File: src/sv/dlcs_pkg.sv
`default_nettype none
// ----------------------------------------------------------------------------
// dlcs_pkg
// Types and constants for the display-list command sequencer: the command
// and result transfer structs, opcodes, move-word indexes and status codes.
// ----------------------------------------------------------------------------
package dlcs_pkg;

    // Address and segment table geometry.
    localparam int ADDR_W        = 24;
    localparam int SEGMENT_COUNT = 16;
    localparam int SEG_W         = $clog2(SEGMENT_COUNT);

    // Opcodes.
    localparam logic [7:0] OP_DISPLAY_LIST = 8'h06;
    localparam logic [7:0] OP_CLEAR_GEO    = 8'hB6;
    localparam logic [7:0] OP_SET_GEO      = 8'hB7;
    localparam logic [7:0] OP_END_LIST     = 8'hB8;
    localparam logic [7:0] OP_MODE_LOW     = 8'hB9;
    localparam logic [7:0] OP_MODE_HIGH    = 8'hBA;
    localparam logic [7:0] OP_MOVE_WORD    = 8'hBC;

    // Move-word indexes.
    localparam logic [7:0] MW_LIGHTS  = 8'h02;
    localparam logic [7:0] MW_SEGMENT = 8'h06;

    // Call flag value in bits 23..16 of the first word.
    localparam logic [7:0] DL_CALL = 8'h00;

    // Result status codes.
    typedef enum logic [1:0] {
        ST_HANDLED  = 2'd0,
        ST_IGNORED  = 2'd1,
        ST_OVERFLOW = 2'd2,
        ST_LIST_END = 2'd3
    } t_status;

    // One display-list command.
    typedef struct packed {
        logic [7:0]  command;
        logic [23:0] first_params;
        logic [31:0] second_word;
    } t_cmd;

    // One result.
    typedef struct packed {
        logic [23:0] next_address;
        logic        halted;
        logic [2:0]  call_depth;
        logic [31:0] geometry_bits;
        logic [31:0] render_low_bits;
        logic [31:0] render_high_bits;
        logic [31:0] change_mask;
        logic [2:0]  light_count;
        t_status     status;
    } t_result;

endpackage
`default_nettype wire

File: src/sv/display_list_command_sequencer_top.sv
`default_nettype none
// ----------------------------------------------------------------------------
// display_list_command_sequencer_top
// Decodes one display-list command per transfer and returns the next fetch
// address together with the stack, halt, mode-word and light-count state.
// ----------------------------------------------------------------------------
// The input transfer loads the input register; when the decode stage fires,
//   the result register is loaded and the result is offered from it.
// Throughput: one command per cycle while the result register is free or
//   being emptied; the single decode stage between the input and result
//   registers updates all state in the cycle it fires.
// Reset clears the address, stack pointer, halt flag, mode words, light
//   count and all segment bases at once; there is no clearing pass.
module display_list_command_sequencer_top #(
    parameter int STACK_DEPTH = 8
) (
    input  wire               i_clk,
    input  wire               i_rst_n,
    input  wire               i_in_valid,
    output logic              o_in_ready,
    input  wire dlcs_pkg::t_cmd i_in_data,
    output logic              o_out_valid,
    input  wire               i_out_ready,
    output dlcs_pkg::t_result o_out_data
);
    import dlcs_pkg::*;

    localparam int SP_W = (STACK_DEPTH > 1) ? $clog2(STACK_DEPTH) : 1;
    localparam logic [SP_W-1:0] SP_MAX = SP_W'(STACK_DEPTH - 1);

    // Pipeline registers.
    logic    r_in_vld;
    t_cmd    r_in;
    logic    r_out_vld;
    t_result r_out;

    // Sequencer state. The current address is the top of the stack; the
    // array holds the saved return addresses below it.
    logic [ADDR_W-1:0] r_cur_addr;
    logic [ADDR_W-1:0] r_stack [STACK_DEPTH];
    logic [SP_W-1:0]   r_sp;
    logic              r_halt;
    logic [ADDR_W-1:0] r_seg_base [SEGMENT_COUNT];
    logic [31:0]       r_geo;
    logic [31:0]       r_mode_lo;
    logic [31:0]       r_mode_hi;
    logic [2:0]        r_lights;

    // Next-state values.
    logic [ADDR_W-1:0] n_cur_addr;
    logic [SP_W-1:0]   n_sp;
    logic              n_halt;
    logic [31:0]       n_geo;
    logic [31:0]       n_mode_lo;
    logic [31:0]       n_mode_hi;
    logic [2:0]        n_lights;
    logic [31:0]       n_change;
    t_status           n_status;
    logic              n_push;
    logic              n_seg_wr;
    t_result           n_out;

    // Decode helpers.
    logic              fire;
    logic [7:0]        op;
    logic [23:0]       prm;
    logic [31:0]       wrd;
    logic [ADDR_W-1:0] adv_addr;
    logic [ADDR_W-1:0] target_addr;
    logic [SP_W-1:0]   sp_dec;
    logic [7:0]        fld_shift;
    logic [7:0]        fld_len;
    logic [31:0]       fld_ones;
    logic [31:0]       fld_mask;
    logic [31:0]       mode_old;
    logic [31:0]       mode_new;
    logic [SP_W+2:0]   sp_ext;

    // Handshake: the decode stage fires when the result register is free or
    // being emptied, and the input register refills in the same cycle.
    assign fire        = r_in_vld && (!r_out_vld || i_out_ready);
    assign o_in_ready  = !r_in_vld || fire;
    assign o_out_valid = r_out_vld;
    assign o_out_data  = r_out;

    assign op  = r_in.command;
    assign prm = r_in.first_params;
    assign wrd = r_in.second_word;

    // Address arithmetic: sequential advance, segment translation and pop.
    assign adv_addr    = r_cur_addr + ADDR_W'(8);
    assign target_addr = r_seg_base[wrd[24 +: SEG_W]] + wrd[ADDR_W-1:0];
    assign sp_dec      = r_sp - SP_W'(1);

    // Masked field for the other-mode writes.
    assign fld_shift = prm[15:8];
    assign fld_len   = prm[7:0];
    assign fld_ones  = (fld_len >= 8'd32) ? 32'hFFFF_FFFF
                                          : ((32'd1 << fld_len[4:0]) - 32'd1);
    assign fld_mask  = (fld_shift >= 8'd32) ? 32'd0 : (fld_ones << fld_shift[4:0]);
    assign mode_old  = (op == OP_MODE_LOW) ? r_mode_lo : r_mode_hi;
    assign mode_new  = (mode_old & ~fld_mask) | (wrd & fld_mask);

    // Command decode and next-state selection.
    always_comb begin
        n_cur_addr = r_cur_addr;
        n_sp       = r_sp;
        n_halt     = r_halt;
        n_geo      = r_geo;
        n_mode_lo  = r_mode_lo;
        n_mode_hi  = r_mode_hi;
        n_lights   = r_lights;
        n_change   = 32'd0;
        n_status   = ST_HANDLED;
        n_push     = 1'b0;
        n_seg_wr   = 1'b0;
        if (r_halt) begin
            n_status = ST_IGNORED;
        end else begin
            case (op)
                OP_DISPLAY_LIST: begin
                    if (prm[23:16] == DL_CALL) begin
                        if (r_sp != SP_MAX) begin
                            n_push     = 1'b1;
                            n_sp       = r_sp + SP_W'(1);
                            n_cur_addr = target_addr;
                        end else begin
                            n_halt   = 1'b1;
                            n_status = ST_OVERFLOW;
                        end
                    end else begin
                        n_cur_addr = target_addr;
                    end
                end
                OP_CLEAR_GEO: begin
                    n_geo      = r_geo & ~wrd;
                    n_change   = r_geo & wrd;
                    n_cur_addr = adv_addr;
                end
                OP_SET_GEO: begin
                    n_geo      = r_geo | wrd;
                    n_change   = ~r_geo & wrd;
                    n_cur_addr = adv_addr;
                end
                OP_END_LIST: begin
                    if (r_sp != '0) begin
                        n_sp       = sp_dec;
                        n_cur_addr = r_stack[sp_dec];
                    end else begin
                        n_halt   = 1'b1;
                        n_status = ST_LIST_END;
                    end
                end
                OP_MODE_LOW: begin
                    n_mode_lo  = mode_new;
                    n_change   = mode_old ^ mode_new;
                    n_cur_addr = adv_addr;
                end
                OP_MODE_HIGH: begin
                    n_mode_hi  = mode_new;
                    n_change   = mode_old ^ mode_new;
                    n_cur_addr = adv_addr;
                end
                OP_MOVE_WORD: begin
                    if (prm[7:0] == MW_SEGMENT) begin
                        n_seg_wr = 1'b1;
                    end else if (prm[7:0] == MW_LIGHTS) begin
                        n_lights = wrd[7:5] - 3'd1;
                    end else begin
                        n_status = ST_IGNORED;
                    end
                    n_cur_addr = adv_addr;
                end
                default: begin
                    n_status   = ST_IGNORED;
                    n_cur_addr = adv_addr;
                end
            endcase
        end
    end

    // Result assembly from the updated state.
    assign sp_ext = {3'b000, n_sp};

    always_comb begin
        n_out.next_address     = n_cur_addr;
        n_out.halted           = n_halt;
        n_out.call_depth       = sp_ext[2:0];
        n_out.geometry_bits    = n_geo;
        n_out.render_low_bits  = n_mode_lo;
        n_out.render_high_bits = n_mode_hi;
        n_out.change_mask      = n_change;
        n_out.light_count      = n_lights;
        n_out.status           = n_status;
    end

    // Control and architectural state.
    always_ff @(posedge i_clk) begin
        if (!i_rst_n) begin
            r_in_vld   <= 1'b0;
            r_out_vld  <= 1'b0;
            r_cur_addr <= '0;
            r_sp       <= '0;
            r_halt     <= 1'b0;
            r_geo      <= '0;
            r_mode_lo  <= '0;
            r_mode_hi  <= '0;
            r_lights   <= '0;
            for (int i = 0; i < SEGMENT_COUNT; i++) begin
                r_seg_base[i] <= '0;
            end
        end else begin
            if (o_in_ready) begin
                r_in_vld <= i_in_valid;
            end
            if (fire) begin
                r_out_vld  <= 1'b1;
                r_cur_addr <= n_cur_addr;
                r_sp       <= n_sp;
                r_halt     <= n_halt;
                r_geo      <= n_geo;
                r_mode_lo  <= n_mode_lo;
                r_mode_hi  <= n_mode_hi;
                r_lights   <= n_lights;
                if (n_seg_wr) begin
                    r_seg_base[prm[10 +: SEG_W]] <= wrd[ADDR_W-1:0];
                end
            end else if (i_out_ready) begin
                r_out_vld <= 1'b0;
            end
        end
    end

    // Payload registers and the return stack need no reset.
    always_ff @(posedge i_clk) begin
        if (i_in_valid && o_in_ready) begin
            r_in <= i_in_data;
        end
        if (fire) begin
            r_out <= n_out;
        end
        if (fire && n_push) begin
            r_stack[r_sp] <= adv_addr;
        end
    end

    // The stack pointer never passes the deepest level.
    a_sp_range: assert property (@(posedge i_clk) disable iff (!i_rst_n)
        r_sp <= SP_MAX)
        else $error("stack pointer beyond the deepest level");

    // Once halted, the sequencer stays halted until reset.
    a_halt_sticky: assert property (@(posedge i_clk) disable iff (!i_rst_n)
        r_halt |=> r_halt)
        else $error("halt flag cleared without reset");

    // A halted sequencer leaves the mode words and address untouched.
    a_halt_frozen: assert property (@(posedge i_clk) disable iff (!i_rst_n)
        (fire && r_halt) |=> ($stable(r_geo) && $stable(r_mode_lo)
                              && $stable(r_mode_hi) && $stable(r_cur_addr)))
        else $error("state changed while halted");

    // A halting result reports halted and changes no mode bits.
    a_halt_result: assert property (@(posedge i_clk) disable iff (!i_rst_n)
        (r_out_vld && (r_out.status == ST_OVERFLOW || r_out.status == ST_LIST_END))
        |-> (r_out.halted && r_out.change_mask == 32'd0))
        else $error("halting result inconsistent");

    // Every transfer into the decode stage produces a result next cycle.
    a_fire_result: assert property (@(posedge i_clk) disable iff (!i_rst_n)
        fire |=> r_out_vld)
        else $error("result lost after decode");

endmodule
`default_nettype wire

File: config.mk
export PLATFORM = sky130hd
export DESIGN_NAME = display_list_command_sequencer_top
export DESIGN_NICKNAME = d
export VERILOG_FILES = /design/src/sv/dlcs_pkg.sv /design/src/sv/display_list_command_sequencer_top.sv
export SDC_FILE = /design/constraint.sdc
export NUM_CORES = 2
export LEC_CHECK = 0
export BUFFER_PORTS_ARGS = -buffer_cell sky130_fd_sc_hd__buf_2
export CORE_MARGIN = 4
export CORE_UTILIZATION = 35
export DETAILED_ROUTE_END_ITERATION = 6
export PLACE_DENSITY = 0.48
export SETUP_SLACK_MARGIN = 0.3
export SYNTH_ARGS = -nofsm -noshare
export SYNTH_HDL_FRONTEND = slang
export SYNTH_SLANG_ARGS = --single-unit
File: constraint.sdc
create_clock -name i_clk -period 15.7 [get_ports i_clk]
set_clock_uncertainty 0.05 [all_clocks]
set_input_delay 1.57 -clock i_clk [delete_from_list [all_inputs] [get_ports i_clk]]
set_output_delay 1.57 -clock i_clk [all_outputs]
set_load 0.01 [all_outputs]
; Yosys cells after proc, flatten, opt, wreduce, memory -nomap -nowiden
; Memories as Yosys holds them, arrays and structs flattened. A register that Yosys moved wholly into a read port is not among the register bits.
; Index checks and enable logic that the tools add are counted.
[word_totals]
ff_bits = 354
latchBits = 0
ram_bits = 576
mem_bits_ro = 0
in_bits = 68
elab_cells = 122
mem_count = 2
[memory_table]
columns = memory, depth, word_bits, rd, rd_clocked_by_memory_dff, write_ports, line_no
row1 = r_seg_base, 16, 24, 1, 1, 16, display_list_command_sequencer_top.sv:43  ; logic [ADDR_W-1:0] r_seg_base [SEGMENT_COUNT];
row2 = r_stack, 8, 24, 1, 0, 1, display_list_command_sequencer_top.sv:40  ; logic [ADDR_W-1:0] r_stack [STACK_DEPTH];
[op_classes]
n_addsub = 6
mul = 0
div_mod_pow = 0
n_lt_le_gt_ge = 2
eq_ne = 10
shifts = 2
mux = 55
n_bitwise = 11
n_reduce_logical = 13
[op_table]
columns = cell, count
row1 = $mux W32, 8
row2 = $and A32 B32 Y32, 5
row3 = $mux W24, 5
row4 = $not A32 Y32, 3
row5 = $pmux W32 S3, 1
row6 = $or A32 B32 Y32, 2
row7 = $pmux W32 S2, 1
row8 = $eq A8 B8 Y1 const B, 6
row9 = $pmux W24 S2, 1
row10 = $shl A1 B5 Y32 const A, 1
row11 = $shl A32 B5 Y32, 1
row12 = $sub A32 B1 Y32 const B, 1
row13 = $xor A32 B32 Y32, 1
row14 = $add A24 B24 Y24, 1
row15 = $add A24 B4 Y24 const B, 1
row16 = $mux W3, 8
row17 = $reduce_or A24 Y1, 1
row18 = $mux W1, 23
row19 = $eq A8 B3 Y1 const B, 2
row20 = $ge A8 B6 Y1 const B, 2
row21 = $eq A8 B2 Y1 const B, 1
row22 = $logic_not A8 Y1, 1
row23 = $mux W4, 2
row24 = $pmux W2 S4, 1
row25 = other kinds (13), 20

; Depth between registers and ports, before layout
[depth]
word_depth = 10
mapped_depth = 16
ltp_nobuf = 12

; Worst setup path after synthesis
; No wires, ideal clock.
[synth_timing]
path_kind = input -> register
start = input i_out_ready
end = register r_out (netlist bit o_out_data[0]) (enable)
arrival_time_ns = 6.727
path_slack_ns = 8.335
cell_stages = 5
path_cell_list = nor2b_1 nand2b_1 inv_1 clkbuf_1 clkbuf_1
[synth_between]
elab_chain_len = 2
[synth_rtl]
columns = element, line_no
row1 = from (decl), display_list_command_sequencer_top.sv:23  ; input wire i_out_ready,
row2 = $logic_or A1 B1 Y1, display_list_command_sequencer_top.sv:81  ; assign fire = r_in_vld && (!r_out_vld || i_out_ready);
row3 = $logic_and A1 B1 Y1, display_list_command_sequencer_top.sv:81
row4 = via fire, display_list_command_sequencer_top.sv:64  ; logic fire;
row5 = to (signal assigned), display_list_command_sequencer_top.sv:240  ; r_out <= n_out;
row6 = to (decl), display_list_command_sequencer_top.sv:35  ; t_result r_out;
; The timed path passes the listed nets, and every way through them passes these cells.
; A chain may end at the register's enable or synchronous reset.

==> impl_metrics.toml <==
[grt]
gr-total-overflow = 0
grt_pass1_vias = 30400
grt_max_degree = 84
antenna_found_initial = 11
grt_pass1_wl_um = 231000
grt_usage = 0.235

[critical_path]
crit_arrival_ps = 6740
critPathKind = "flip-flop to flip-flop"
critPathLaunchType = "flip-flop"
endpoint_kind = "flip-flop"
critPathMaxFanout = 41
required_ps = 16270

[logic_synthesis]
ys_top_cells_by_area = "edfxtp_1 53%, mux4_2 8.4%, dfxtp_1 5.9%"
ys_seq_elements = 934
synth_commonest_cells = "801 x edfxtp_1, 369 x nand2_1, 322 x and2_1"
async_flop_share = 0
synth_ff_type = "edfxtp_1"
avgSynthCellArea_um2 = 12.4
synth.most_common_cell = "edfxtp_1"
syn-num-nets = 3733
synth_top_cell_by_area = "edfxtp_1"
synth_top_area_share = 0.534
synth.cell_area_mm2 = 0.0450
yosys_warnings = 0
yosysUniqueCellTypes = 106
syn-instance-count = 3635
ys_seq_area_frac = 0.593
synth_edf_count = 801

[timing]
setup_tns_ps = 0
setup_ws_ps = 9530
timing.fmax_mhz = 162
slew_headroom = 0.257
rsz0062_at_grt = "false"
tightestPinTransition_ps = 1110
period_minus_slack_ps = 6170
finalHoldViolations = 0
fin_crit_sh = 0.393
setup_viol_count_final = 0
final-max-slew-violation-count = 0

[route]
wl_per_cell_um = 29.2
via_per_inst = 5.80
vias = 32300
ant_nets = 0
routed_wirelength_um = 163000
dr.pass1.iters = 6
drc = 0
drtIter0Drc = 3875

[power_and_ir_drop]
power_density_mw_per_mm2 = 114
peakVddDrop_mv = 0.0853
total_power_mw = 5.90
leakage_nw = 17.9

[die]
rows = 131
core_mm2 = 0.128
die_h_um = 367
initial_core_util = 0.353
die_area_mm2 = 0.134
die_x_um = 367
top_level_ports = 231

[layout]
layoutNonFillerInstCount = 5566
area_growth_pct = 14.7
nets = 3909
finalInstanceArea_mm2 = 0.0516
layout-drive-gt1-share = 0.206

[clocking]
path_clk_slew_ps = 60
holdBufCountCts = 0
cts_resized = 0
cts-htree-levels = 3
post_cts.repair.setup_buffers = 0
cts_tree = "built"
numCtsBuffers = 104
clk_path_buf_depth = 3
clk_latency_ps = 760
cts_sinks = 934
cts-root-buf = "clkbuf_16"

[min_path]
hold_class = "flip-flop to flip-flop"

[run]
cap_violations = 0

[placement]
place_ws_ps = 9450
io_buffers = 230
dp.cells = 5367
placed_cell_area_mm2 = 0.0482
hpwlAfterDp_um = 107000
place_congestion = 0.948

[run_status]
status = "finished clean"
-- logic make-up after synthesis --
group | after synthesis | share of synthesized area
simple gates | 1347 | 0.152
flops | 934 | 0.593
compound gates | 698 | 0.104
buf+inv | 326 | 0.0294
mux | 255 | 0.104
xor+xnor | 44 | 0.00873
fa+ha+maj | 31 | 0.00873
-- final timing paths --
| kind | startpoint | to | slack (ps) | cells past startpoint |
|---|---|---|---|---|
| min reg2reg | r_lights[0] | r_lights[0] | 410 | 2 |
| max | flip-flop | o_out_data[157] | 9530 | 13 |
| min | r_lights[0] | r_lights[0] | 410 | 2 |
| max reg2reg | flip-flop | o_out_data[157] | 9530 | 13 |
-- metrics by stage --
stage / hold WS, ps / utilization
global placement: 393 / 0.378
global route: 437 / 0.404
floorplan: 387 / -
detailed placement: 397 / 0.378
finish: 405 / 0.404
CTS: 405 / 0.404
-- worst max-delay path: stages, from the launching register on --
cell,delay [ps]
dfxtp_4,580
buf_4,770
buf_4,770
mux4_2,650
mux4_2,510
ha_1,380
a21oi_1,100
o21ai_0,360
a21oi_1,180
o41ai_1,720
a31oi_1,260
mux2i_1,170
o31ai_1,290
and2_1,180
-- sequential cells by signal (all words and copies together) (netlist names), named ones only --
name and flops:
r_mode_hi 32, r_halt 1, r_cur_addr 24, r_sp 3
r_in_vld 1, op 8, r_stack 192, wrd 32
r_lights 3, o_out_valid 1, r_mode_lo 32, prm 24
r_seg_base 384, r_geo 32, o_out_data 161
-- layer usage --
| metal | routed length (µm) | vias up | track usage |
|---|---|---|---|
| met3 | 13200 | 182 | 0.0478 |
| met1 | 72700 | 16600 | 0.345 |
| met2 | 73200 | 1383 | 0.360 |
| met5 | 0 | - | 0 |
| met4 | 3510 | 0 | 0.0522 |
| li1 | - | 14100 | - |
-- cell type report --
class,count,area [µm²]
repair buffers,350,2050
multi-input cells,2375,17200
well taps,1662,2080
flip-flops and latches,934,26700
fillers,11900,76000
diodes,1,2.50
inverters,46,181
clock inverters,63,606
clock buffers,135,2800
-- layout by cell type, fill, tap and decap left out, types with 16 or more instances in the layout --
cell type    n
edfxtp_1   801
nand2_1    369
and2_1     322
buf_2      230
nor2_1     198
o21ai_0    172
mux4_2     168
nor3_1     151
a21oi_1    138
dfxtp_1    128
buf_4      120
clkbuf_16  105
nand3_1     78
mux2i_1     53
inv_1       35
a22o_1      34
nor4_1      34
o211ai_1    33
a31oi_1     32
nand2b_1    29
ha_1        28
mux2_2      27
clkinv_1    27
xnor2_1     26
o21ai_1     25
a211oi_1    24
clkbuf_1    24
clkinv_2    23
nand4_1     22
a21o_1      21
o31ai_1     21
nor2_2      18
o22ai_1     17
and3_1      16
xor2_1      16
or3_1       16
-- where the power goes --
group	internal, mW	switching, mW	total (mW)	leakage [nW]
Clock	1.40	1.06	2.45	1.66
Sequential	2.77	0.0540	2.83	8.91
Combinational	0.207	0.411	0.619	7.36
Power figures use the tool's default switching activity.
